## src/hw/rtl/fifo_queue_with_removal_defines.svh

```systemverilog
// Assertion macros shared by the queue RTL.
`ifndef FIFO_QUEUE_WITH_REMOVAL_DEFINES_SVH
`define FIFO_QUEUE_WITH_REMOVAL_DEFINES_SVH

// A condition that must hold at every clock edge out of reset.
`define FQR_ASSERT_ALWAYS(label, cond, msg) \
    label: assert property (@(posedge aclk) disable iff (!aresetn) (cond)) \
        else $error(msg);

// A condition that, when seen, must be followed by another in the next cycle.
`define FQR_ASSERT_NEXT(label, ante, cons, msg) \
    label: assert property (@(posedge aclk) disable iff (!aresetn) (ante) |=> (cons)) \
        else $error(msg);

// A condition that, when seen, implies another in the same cycle.
`define FQR_ASSERT_IMPLY(label, ante, cons, msg) \
    label: assert property (@(posedge aclk) disable iff (!aresetn) (ante) |-> (cons)) \
        else $error(msg);

`endif

```

## src/hw/rtl/fqr_pkg.sv

```systemverilog
// Operation codes, status codes and field widths of the handle queue.
`default_nettype none

package fqr_pkg;

    localparam int OP_W           = 2;
    localparam int STATUS_W       = 2;
    localparam int HANDLE_FIELD_W = 16;

    typedef logic [OP_W-1:0]     op_t;
    typedef logic [STATUS_W-1:0] status_t;

    localparam op_t OP_ENQUEUE = 2'd0;
    localparam op_t OP_DEQUEUE = 2'd1;
    localparam op_t OP_PURGE   = 2'd2;

    localparam status_t STATUS_OK      = 2'd0;
    localparam status_t STATUS_FULL    = 2'd1;
    localparam status_t STATUS_EMPTY   = 2'd2;
    localparam status_t STATUS_MISSING = 2'd3;

    // Input transfer: operation then handle, padded to three bytes.
    localparam int IN_TDATA_W = 24;

endpackage

`default_nettype wire

```

## src/hw/rtl/fifo_queue_with_removal.sv

```systemverilog
// Bounded FIFO of process handles with removal of the first matching handle.
`default_nettype none

`include "fifo_queue_with_removal_defines.svh"

// The block keeps up to QUEUE_DEPTH handles in arrival order in a single
// synchronous memory (one write port, one read port, registered read data)
// and answers every input transfer with exactly one result transfer.
// Enqueue writes the handle at the tail in the cycle it is accepted; a full
// queue drops it and reports a full status. Dequeue and purge share one pass
// over the stored entries: each cycle the pass reads the next entry, and once
// the entry to remove has been seen (the head for dequeue, the first equal
// handle for purge) every later entry is written back one place toward the
// head, so the search and the gap closing finish together. An enqueue, an
// unused operation code, or a dequeue or purge on an empty queue goes from
// idle straight to the result state; a dequeue or purge on a non-empty
// queue first passes through the scan state, which reads one entry per cycle
// on the memory port. The result state loads the output register once that
// register is free and then returns to idle. Items are handled one at a
// time; the result sits in an output register, so the next transfer may be
// accepted while the previous result waits for the sink. The count in the
// result is the number of entries after the operation and the empty flag is
// set when that count is zero. Handles are kept to their low HANDLE_WIDTH bits.
module fifo_queue_with_removal #(
    parameter int QUEUE_DEPTH  = 16,
    parameter int HANDLE_WIDTH = 16
) (
    input  wire logic                           aclk,
    input  wire logic                           aresetn,

    input  wire logic                           s_axis_tvalid,
    output logic                                s_axis_tready,
    // [1:0] operation, [17:2] handle, [23:18] zero
    input  wire logic [fqr_pkg::IN_TDATA_W-1:0] s_axis_tdata,

    output logic                                m_axis_tvalid,
    input  wire logic                           m_axis_tready,
    // [1:0] status, [17:2] handle_out, then count_out ($clog2(QUEUE_DEPTH+1)
    // bits), then is_empty, then zero up to a whole byte
    output logic [((fqr_pkg::STATUS_W + fqr_pkg::HANDLE_FIELD_W
                    + $clog2(QUEUE_DEPTH + 1) + 1 + 7) / 8) * 8 - 1:0] m_axis_tdata
);

    localparam int AW     = $clog2(QUEUE_DEPTH);
    localparam int CW     = $clog2(QUEUE_DEPTH + 1);
    localparam int HF_W   = fqr_pkg::HANDLE_FIELD_W;
    localparam int KEEP_W = (HANDLE_WIDTH < HF_W) ? HANDLE_WIDTH : HF_W;
    localparam int OUT_W  = fqr_pkg::STATUS_W + HF_W + CW + 1;
    localparam logic [CW-1:0] DEPTH_C = CW'(QUEUE_DEPTH);

    typedef enum logic [2:0] {
        ST_IDLE   = 3'b001,
        ST_SCAN   = 3'b010,
        ST_RESULT = 3'b100
    } state_t;

    // Input field split.
    fqr_pkg::op_t      s_op;
    logic [HF_W-1:0]   s_handle;
    logic [HANDLE_WIDTH-1:0] s_key;
    logic              s_fire;

    assign s_op     = s_axis_tdata[fqr_pkg::OP_W-1:0];
    assign s_handle = s_axis_tdata[fqr_pkg::OP_W +: HF_W];
    assign s_fire   = s_axis_tvalid && s_axis_tready;

    always_comb begin
        s_key = '0;
        s_key[KEEP_W-1:0] = s_handle[KEEP_W-1:0];
    end

    // Control and working registers.
    state_t                  state_reg, state_next;
    logic [CW-1:0]           count_reg, count_next;
    logic [CW-1:0]           rd_idx_reg, rd_idx_next;
    logic                    pend_reg, pend_next;
    logic [AW-1:0]           pend_idx_reg, pend_idx_next;
    logic                    found_reg, found_next;
    logic                    is_dequeue_reg, is_dequeue_next;
    logic [HANDLE_WIDTH-1:0] key_reg, key_next;
    logic [HANDLE_WIDTH-1:0] hout_reg, hout_next;
    fqr_pkg::status_t        status_reg, status_next;

    // Output register.
    logic                    m_valid_reg, m_valid_next;
    fqr_pkg::status_t        m_status_reg, m_status_next;
    logic [HF_W-1:0]         m_handle_reg, m_handle_next;
    logic [CW-1:0]           m_count_reg, m_count_next;
    logic                    m_empty_reg, m_empty_next;

    // Handle storage and its ports.
    logic [HANDLE_WIDTH-1:0] mem [QUEUE_DEPTH];
    logic                    mem_we;
    logic [AW-1:0]           mem_waddr;
    logic [HANDLE_WIDTH-1:0] mem_wdata;
    logic                    mem_re;
    logic [AW-1:0]           mem_raddr;
    logic [HANDLE_WIDTH-1:0] mem_rdata_reg;

    always_ff @(posedge aclk) begin
        if (mem_we) begin
            mem[mem_waddr] <= mem_wdata;
        end
        if (mem_re) begin
            mem_rdata_reg <= mem[mem_raddr];
        end
    end

    logic [HF_W-1:0] hout_field;

    always_comb begin
        hout_field = '0;
        hout_field[KEEP_W-1:0] = hout_reg[KEEP_W-1:0];
    end

    assign s_axis_tready = (state_reg == ST_IDLE);

    always_comb begin
        state_next      = state_reg;
        count_next      = count_reg;
        rd_idx_next     = rd_idx_reg;
        pend_next       = pend_reg;
        pend_idx_next   = pend_idx_reg;
        found_next      = found_reg;
        is_dequeue_next = is_dequeue_reg;
        key_next        = key_reg;
        hout_next       = hout_reg;
        status_next     = status_reg;

        m_valid_next  = m_valid_reg && !m_axis_tready;
        m_status_next = m_status_reg;
        m_handle_next = m_handle_reg;
        m_count_next  = m_count_reg;
        m_empty_next  = m_empty_reg;

        mem_we    = 1'b0;
        mem_waddr = count_reg[AW-1:0];
        mem_wdata = s_key;
        mem_re    = 1'b0;
        mem_raddr = rd_idx_reg[AW-1:0];

        case (state_reg)
            ST_IDLE: begin
                if (s_fire) begin
                    hout_next       = '0;
                    status_next     = fqr_pkg::STATUS_OK;
                    key_next        = s_key;
                    is_dequeue_next = (s_op == fqr_pkg::OP_DEQUEUE);
                    rd_idx_next     = '0;
                    pend_next       = 1'b0;
                    found_next      = 1'b0;
                    state_next      = ST_RESULT;
                    case (s_op)
                        fqr_pkg::OP_ENQUEUE: begin
                            if (count_reg >= DEPTH_C) begin
                                status_next = fqr_pkg::STATUS_FULL;
                            end else begin
                                mem_we     = 1'b1;
                                count_next = count_reg + CW'(1);
                            end
                        end
                        fqr_pkg::OP_DEQUEUE, fqr_pkg::OP_PURGE: begin
                            if (count_reg == '0) begin
                                status_next = fqr_pkg::STATUS_EMPTY;
                            end else begin
                                state_next = ST_SCAN;
                            end
                        end
                        default: begin
                            // Unused code: the queue is left as it is.
                        end
                    endcase
                end
            end
            ST_SCAN: begin
                // Issue side: one read per cycle through the stored entries.
                if (rd_idx_reg != count_reg) begin
                    mem_re        = 1'b1;
                    rd_idx_next   = rd_idx_reg + CW'(1);
                    pend_next     = 1'b1;
                    pend_idx_next = rd_idx_reg[AW-1:0];
                end else begin
                    pend_next = 1'b0;
                end
                // Return side: close the gap behind the removed entry.
                if (pend_reg) begin
                    if (found_reg) begin
                        mem_we    = 1'b1;
                        mem_waddr = pend_idx_reg - AW'(1);
                        mem_wdata = mem_rdata_reg;
                    end else if (is_dequeue_reg || (mem_rdata_reg == key_reg)) begin
                        found_next = 1'b1;
                        hout_next  = mem_rdata_reg;
                    end
                end
                if (!pend_reg && (rd_idx_reg == count_reg)) begin
                    state_next = ST_RESULT;
                    if (found_reg) begin
                        count_next = count_reg - CW'(1);
                    end else begin
                        status_next = fqr_pkg::STATUS_MISSING;
                    end
                end
            end
            ST_RESULT: begin
                if (!m_valid_reg || m_axis_tready) begin
                    m_valid_next  = 1'b1;
                    m_status_next = status_reg;
                    m_handle_next = hout_field;
                    m_count_next  = count_reg;
                    m_empty_next  = (count_reg == '0);
                    state_next    = ST_IDLE;
                end
            end
            default: begin
                state_next = ST_IDLE;
            end
        endcase
    end

    always_ff @(posedge aclk) begin
        if (!aresetn) begin
            state_reg   <= ST_IDLE;
            count_reg   <= '0;
            pend_reg    <= 1'b0;
            found_reg   <= 1'b0;
            m_valid_reg <= 1'b0;
        end else begin
            state_reg   <= state_next;
            count_reg   <= count_next;
            pend_reg    <= pend_next;
            found_reg   <= found_next;
            m_valid_reg <= m_valid_next;
        end
    end

    always_ff @(posedge aclk) begin
        rd_idx_reg     <= rd_idx_next;
        pend_idx_reg   <= pend_idx_next;
        is_dequeue_reg <= is_dequeue_next;
        key_reg        <= key_next;
        hout_reg       <= hout_next;
        status_reg     <= status_next;
        m_status_reg   <= m_status_next;
        m_handle_reg   <= m_handle_next;
        m_count_reg    <= m_count_next;
        m_empty_reg    <= m_empty_next;
    end

    assign m_axis_tvalid = m_valid_reg;

    always_comb begin
        m_axis_tdata = '0;
        m_axis_tdata[OUT_W-1:0] = {m_empty_reg, m_count_reg, m_handle_reg, m_status_reg};
    end

    // Conditions watched by the assertions below.
    logic scan_start;
    logic full_shown;

    assign scan_start = s_fire && (count_reg != '0)
                        && ((s_op == fqr_pkg::OP_DEQUEUE) || (s_op == fqr_pkg::OP_PURGE));
    assign full_shown = m_valid_reg && (m_status_reg == fqr_pkg::STATUS_FULL);

    // The count never runs past the capacity.
    `FQR_ASSERT_ALWAYS(a_count_bound, count_reg <= DEPTH_C, "queue count exceeds capacity")

    // A dequeue or purge on a non-empty queue starts the memory pass.
    `FQR_ASSERT_NEXT(a_scan_start, scan_start, state_reg == ST_SCAN, "scan did not start")

    // A full status is only reported together with a count at capacity.
    `FQR_ASSERT_IMPLY(a_full_count, full_shown, m_count_reg == DEPTH_C, "full below capacity")

endmodule

`default_nettype wire

```

## config.mk

```make
export PLATFORM = sky130hd
export DESIGN_NAME = fifo_queue_with_removal
export DESIGN_NICKNAME = d
export VERILOG_FILES = /design/src/hw/rtl/fqr_pkg.sv /design/src/hw/rtl/fifo_queue_with_removal.sv
export VERILOG_INCLUDE_DIRS = /design/src /design/src/hw/rtl
export SDC_FILE = /design/constraint.sdc
export NUM_CORES = 1
export LEC_CHECK = 0
export BUFFER_PORTS_ARGS = -buffer_cell sky130_fd_sc_hd__buf_4
export CAP_MARGIN = 10
export CORE_ASPECT_RATIO = 1.5
export CORE_MARGIN = 3
export CORE_UTILIZATION = 45
export DETAILED_ROUTE_END_ITERATION = 6
export GPL_TIMING_DRIVEN = 0
export PLACE_DENSITY = 0.62
export SYNTH_ARGS = -nofsm -noshare
export SYNTH_HDL_FRONTEND = slang
export SYNTH_SLANG_ARGS = --single-unit
```

## constraint.sdc

```tcl
create_clock -name aclk -period 3.5 [get_ports aclk]
set_input_delay 0.525 -clock aclk [delete_from_list [all_inputs] [get_ports aclk]]
set_output_delay 0.525 -clock aclk [all_outputs]
set_load 0.05 [all_outputs]
```

* Yosys cells after proc, flatten, opt, wreduce, memory -nomap -nowiden
Memory sizes are Yosys's and may differ from the RTL's. A register that Yosys moved wholly into a read port is not among the register bits.
Index checks and enable logic that the tools add are counted.
** Word-level totals
- Register bits after elaboration :: 79
- Bits in writable memories :: 256
- Input bits :: 28
- Output and inout port bits :: 26
- Word-level logic and storage cells :: 112
- Memories :: 1
** Memories
- mem :: words 16, width 16, rd ports 1, clocked after Yosys merged registers in 1, write ports 1, RTL line fifo_queue_with_removal.sv:92 : logic [HANDLE_WIDTH-1:0] mem [QUEUE_DEPTH];
** Operators by class
- Add/sub/neg operators :: 4
- Order comparisons :: 1
- Equal/unequal tests :: 18
- Multiplexer cells :: 51
- Reduce and logical (&&, ||, !) cells :: 22
** Operator list (number)
- 16-bit 2-to-1 mux :: 7
- 5-bit 2-to-1 mux :: 7
- 16-bit one-hot mux with 2 select lines :: 1
- 5-bit one-hot mux with 2 select lines :: 2
- 16-bit == test :: 1
- 1-bit 2-to-1 mux :: 16
- 2-bit != test (second input constant) :: 8
- 3-bit 2-to-1 mux :: 5
- 4-bit 2-to-1 mux :: 3
- 5-bit by 1-bit adder with 5-bit output (second input constant) :: 2
- 3-bit one-hot mux with 3 select lines :: 1
- 3-bit AND reduction :: 3
- 2-bit 2-to-1 mux :: 4
- 2-bit one-hot mux with 2 select lines :: 2
- 2-bit AND reduction :: 4
- 1-bit one-hot mux with 2 select lines :: 3
- 6-bit AND reduction :: 1
- 5-bit == test :: 1
- 5-bit >= comparator (second input constant) :: 1
- 5-bit zero test :: 1
- 5-bit != test :: 1
- 5-bit AND reduction :: 1
- 5-bit by 1-bit subtractor with 5-bit output (second input constant) :: 1
- 2-bit by 1-bit != test with 1-bit output (second input constant) :: 2
- other kinds (13) :: 18

* Depth between registers and ports, before layout
- Depth after elaboration :: 7
- Gate-level depth with buffers :: 11
- Depth with buffers taken out :: 9

* Worst setup path before layout
Ideal clock, no wire load.
- Path type :: reg2reg
- Start :: register state_reg[0]
- End :: memory mem[10][0], enable pin
- Library setup time :: 388 ps
- Data arrival time :: 3699 ps
- Required time :: 3112 ps
- Setup slack :: -587 ps
- Cell stages (with the launch flop) :: 7
- Path buffers :: 0
- Clock period less this slack :: 4087 ps
- Cell sequence :: dfxtp_1 > nor3b_1 > nand2_1 > inv_1 > nand3_1 > o32a_4 > nor2_1
** On the way
- Word-level cells in the longest chain between the ends :: 6
- Elaborated cells between the ends (all ways) :: 8
- Classes of those cells :: eq/ne: 2; mux: 5; reduce/logical: 1
** RTL lines
- start: declaration :: RTL line fifo_queue_with_removal.sv:73 : state_t state_reg, state_next;
- start signal: assignment :: RTL line fifo_queue_with_removal.sv:229 : state_reg <= state_next;
- 3-bit by 1-bit == test with 1-bit output (*) :: RTL line fifo_queue_with_removal.sv:116 : assign s_axis_tready = (state_reg == ST_IDLE);
- via s_axis_tready :: RTL line fifo_queue_with_removal.sv:32 : output logic s_axis_tready,
- 1-bit logical AND :: RTL line fifo_queue_with_removal.sv:65 : assign s_fire = s_axis_tvalid && s_axis_tready;
- 1-bit 2-to-1 mux :: RTL line fifo_queue_with_removal.sv:144 : if (s_fire) begin
- 1-bit one-hot mux with 2 select lines (*) :: RTL line fifo_queue_with_removal.sv:142 : case (state_reg)
- 1-bit 2-to-1 mux (*) :: RTL line fifo_queue_with_removal.sv:101 : if (mem_we) begin
- 1-bit 2-to-1 mux (not written as such) (*) :: RTL line fifo_queue_with_removal.sv:102 : mem[mem_waddr] <= mem_wdata;
- end: declaration :: RTL line fifo_queue_with_removal.sv:92
Mark *: on every way through the listed nets, which the timed path passes. The rest lies on a longest branch.

* Worst setup path in the final report
- Start :: register state_reg[2]
- End :: memory mem[6][14], enable pin
** On the way
- Word-level cells in the longest chain between the ends :: 6
- Elaborated cells between the ends (all ways) :: 8
- Classes of those cells :: eq/ne: 2; mux: 5; reduce/logical: 1
** RTL lines (RTL line)
- 3-bit by 1-bit == test with 1-bit output :: fifo_queue_with_removal.sv:116, fifo_queue_with_removal.sv:142
- 1-bit logical AND :: fifo_queue_with_removal.sv:65
- 1-bit 2-to-1 mux :: fifo_queue_with_removal.sv:144
- 1-bit one-hot mux with 2 select lines :: fifo_queue_with_removal.sv:142
- 1-bit 2-to-1 mux :: fifo_queue_with_removal.sv:101
- 1-bit 2-to-1 mux (not written as such) :: fifo_queue_with_removal.sv:102
Several ways; a longest one is shown, not always the timed one.

==> out/results.ini <==
[clock_tree]
clock_path_buffers=3
tritoncts=yes
insertion_delay_ns=0.57
cts_sinks=351
cts_max_level=1
root_buffer=clkbuf_16
hold_buffers=0
clk_pin_slew_ns=0.07
numCtsBuffers=30

[worst_setup_path]
max_stage_delay_ns=0.76
crit_buf_inv=4
worstPathCellList=nand2b_1, or2_1, buf_6, inv_4, nand3_1, clkbuf_1, nor3_1, a31oi_1, nor2_2, buf_8
crit_start=state_reg[2]
cp-end-kind=register
worst-r2r-setup-slack_ns=0.34
arrival_ns=3.43
crit-reg2reg-capture=mem[6][14]
critical_path.top_delay_family=simple AND/OR/NAND/NOR gates
crit_cells=10
rr_worst_depth=10
crit_end=mem[6][14]
crit_type=reg2reg
start_kind=register
r2r_start=state_reg[2]
cpMaxStageDelayCell=nor2_2
critPathMaxFanout=10
cp_data_required_time_ns=3.77

[timing]
min_period_ns=3.16
finalHoldViolCount=0
rsz0062_at_grt=false
setup_slack_ns=0.344
whs_ns=0.140
finalCritPeriodShare_pct=90.2
slew_violations=0
worst_pin_slew_ns=1.15
relSlewSlack_pct=23.1
setup_tns_ns=0
setup_viol=0
finClkSkew_ns=0.0116
clock.fmax_ghz=0.317

[global_route]
antenna_found_initial=0
grtUsageTotal_pct=19.1
grt_pass1_wl_um=45300
grt-ovfl-total=0
grt_pass1_vias=7265
grt_max_degree=25

[floorplan]
ios=54
start_util_pct=46.0
die_area_mm2=0.0326
die_y_um=220
die_w_um=148
row_count=77
core_area_mm2=0.0298

[logic_synthesis]
synth_cell_type_count=47
ys.flop_type=edfxtp_1
synth-async-reset-ratio_pct=0
synth-seq-area-share_pct=76.2
yosys_warnings=0
synth.ff_latch_count=351
syn_area_per_cell_um2=20.0
syn_area_mm2=0.0137
ys_top_cells_by_area=edfxtp_1 (75%), mux4_2 (13%), nand2_1 (1.7%), dfxtp_1 (1.6%), xor2_1 (1.2%)
yosysTopAreaCellShare_pct=74.6
synth_edf_count=340
syn_nets=722
synth_top_area_cell=edfxtp_1
synth_cells=685

[layout]
layout_common_cells=edfxtp_1 (340), mux4_2 (80), nand2_1 (61)
fin_cells=1196
drive_gt1_share_pct=27.8
fillers=2239
syn2layout_area_growth_pct=16.3
diodes=0
regMostFlops=mem
largest_reg_flops=256
final_common_cell=edfxtp_1
fin_util_pct=53.5
nNetsFinal=816

[detailed_routing]
num_vias=6771
first_pass_iters=7
ant_nets=0
wl_per_cell_um=25.5
vias_per_cell=5.66
drc=0
drtIter0Drc=590
wl_um=30500

[placed_design]
place.gp.congestion=0.784
post-place-ws_ns=0.0649
dp_hpwl_um=21400
portBuffers=46
placed_cells=1142

[job]
maxCapViolCount=0

[power]
vdd_drop_max_mv=0.356
leakage_uw=0.00525
power_density_mw_per_mm2=559

[hold_path]
hp-class=in2reg

[status]
status=complete, no violations

power breakdown:
part | switching (µW) | internal [µW] | total [µW]
registers | 28.2 | 4680 | 4710
clock network | 1460 | 2190 | 3660
logic | 315 | 213 | 528
Yosys cell counts (all sizes together), types with 2 or more instances:
cell type	n
nand3b	2
buf	13
a41o	2
o32a	2
a21o	2
a31oi	4
nand3	7
or2	2
o21ai	8
clkbuf	17
and3	2
mux2i	2
ha	8
and2	18
mux4	80
xor2	18
nor2	29
nand4	2
edfxtp	340
nand2	61
a32oi	2
dfxtp	11
xnor2	10
nor4	4
nor3	5
inv	14
a21oi	8
per-layer routing:
layer	part of all wire, %	vias up	global-route usage [%]	wire length (µm)
met5	0	-	0	0
met1	34	3542	20.7	10400
met4	3.5	0	7.46	1060
li1	-	2914	-	-
met2	57	244	36.9	17500
met3	5.3	71	2.94	1630
final cells by class:
| class | count | area, µm² | area share (%) |
|---|---|---|---|
| plain buffers | 30 | 141 | 0.889 |
| clock buffers | 34 | 787 | 4.95 |
| clock inverters | 20 | 297 | 1.86 |
| inverters | 14 | 58.8 | 0.370 |
| multi-input cells | 290 | 3110 | 19.5 |
| flip-flops and latches | 351 | 10400 | 65.5 |
| well taps | 395 | 494 | 3.11 |
| repair buffers | 62 | 598 | 3.76 |
what timing repair did:
action | in CTS | in global routing
hold endpoints to repair | 0 | 0
setup endpoints to repair | 0 | 51
resized for setup | 0 | 1
setup buffers | 0 | 0
how the worst min path moves through the flow:
stage,slack [ns],depth (start not counted),startpoint,to
floorplan,0.40,0,hout_field[0],m_handle_reg[0]
global placement,0.40,0,hout_field[3],m_handle_reg[3]
detailed placement,0.41,0,hout_field[3],m_handle_reg[3]
CTS,0.12,1,s_axis_tdata[12],key_reg[10]
global route,0.12,1,s_axis_tdata[12],key_reg[10]
finish,0.14,1,s_axis_tdata[14],key_reg[12]
cell families after synthesis:
| group | Yosys count | synth area share, % |
|---|---|---|
| flip-flops | 351 | 76.2 |
| AND/OR/NAND/NOR | 137 | 4.60 |
| multiplexers | 83 | 13.4 |
| buffers and inverters | 44 | 1.44 |
| AO/OA/AOI/OAI | 33 | 1.68 |
| XOR/XNOR | 28 | 1.79 |
| adder cells (fa/ha/maj) | 9 | 0.878 |
metrics by stage:
stage / area, µm² / total power, µW
global placement: 14500 / 5310
floorplan: 13700 / 5140
detailed placement: 14800 / 5330
CTS: 15900 / 8950
global route: 15900 / 9170
finish: 15900 / 8900
Power figures use the tool's default switching activity.
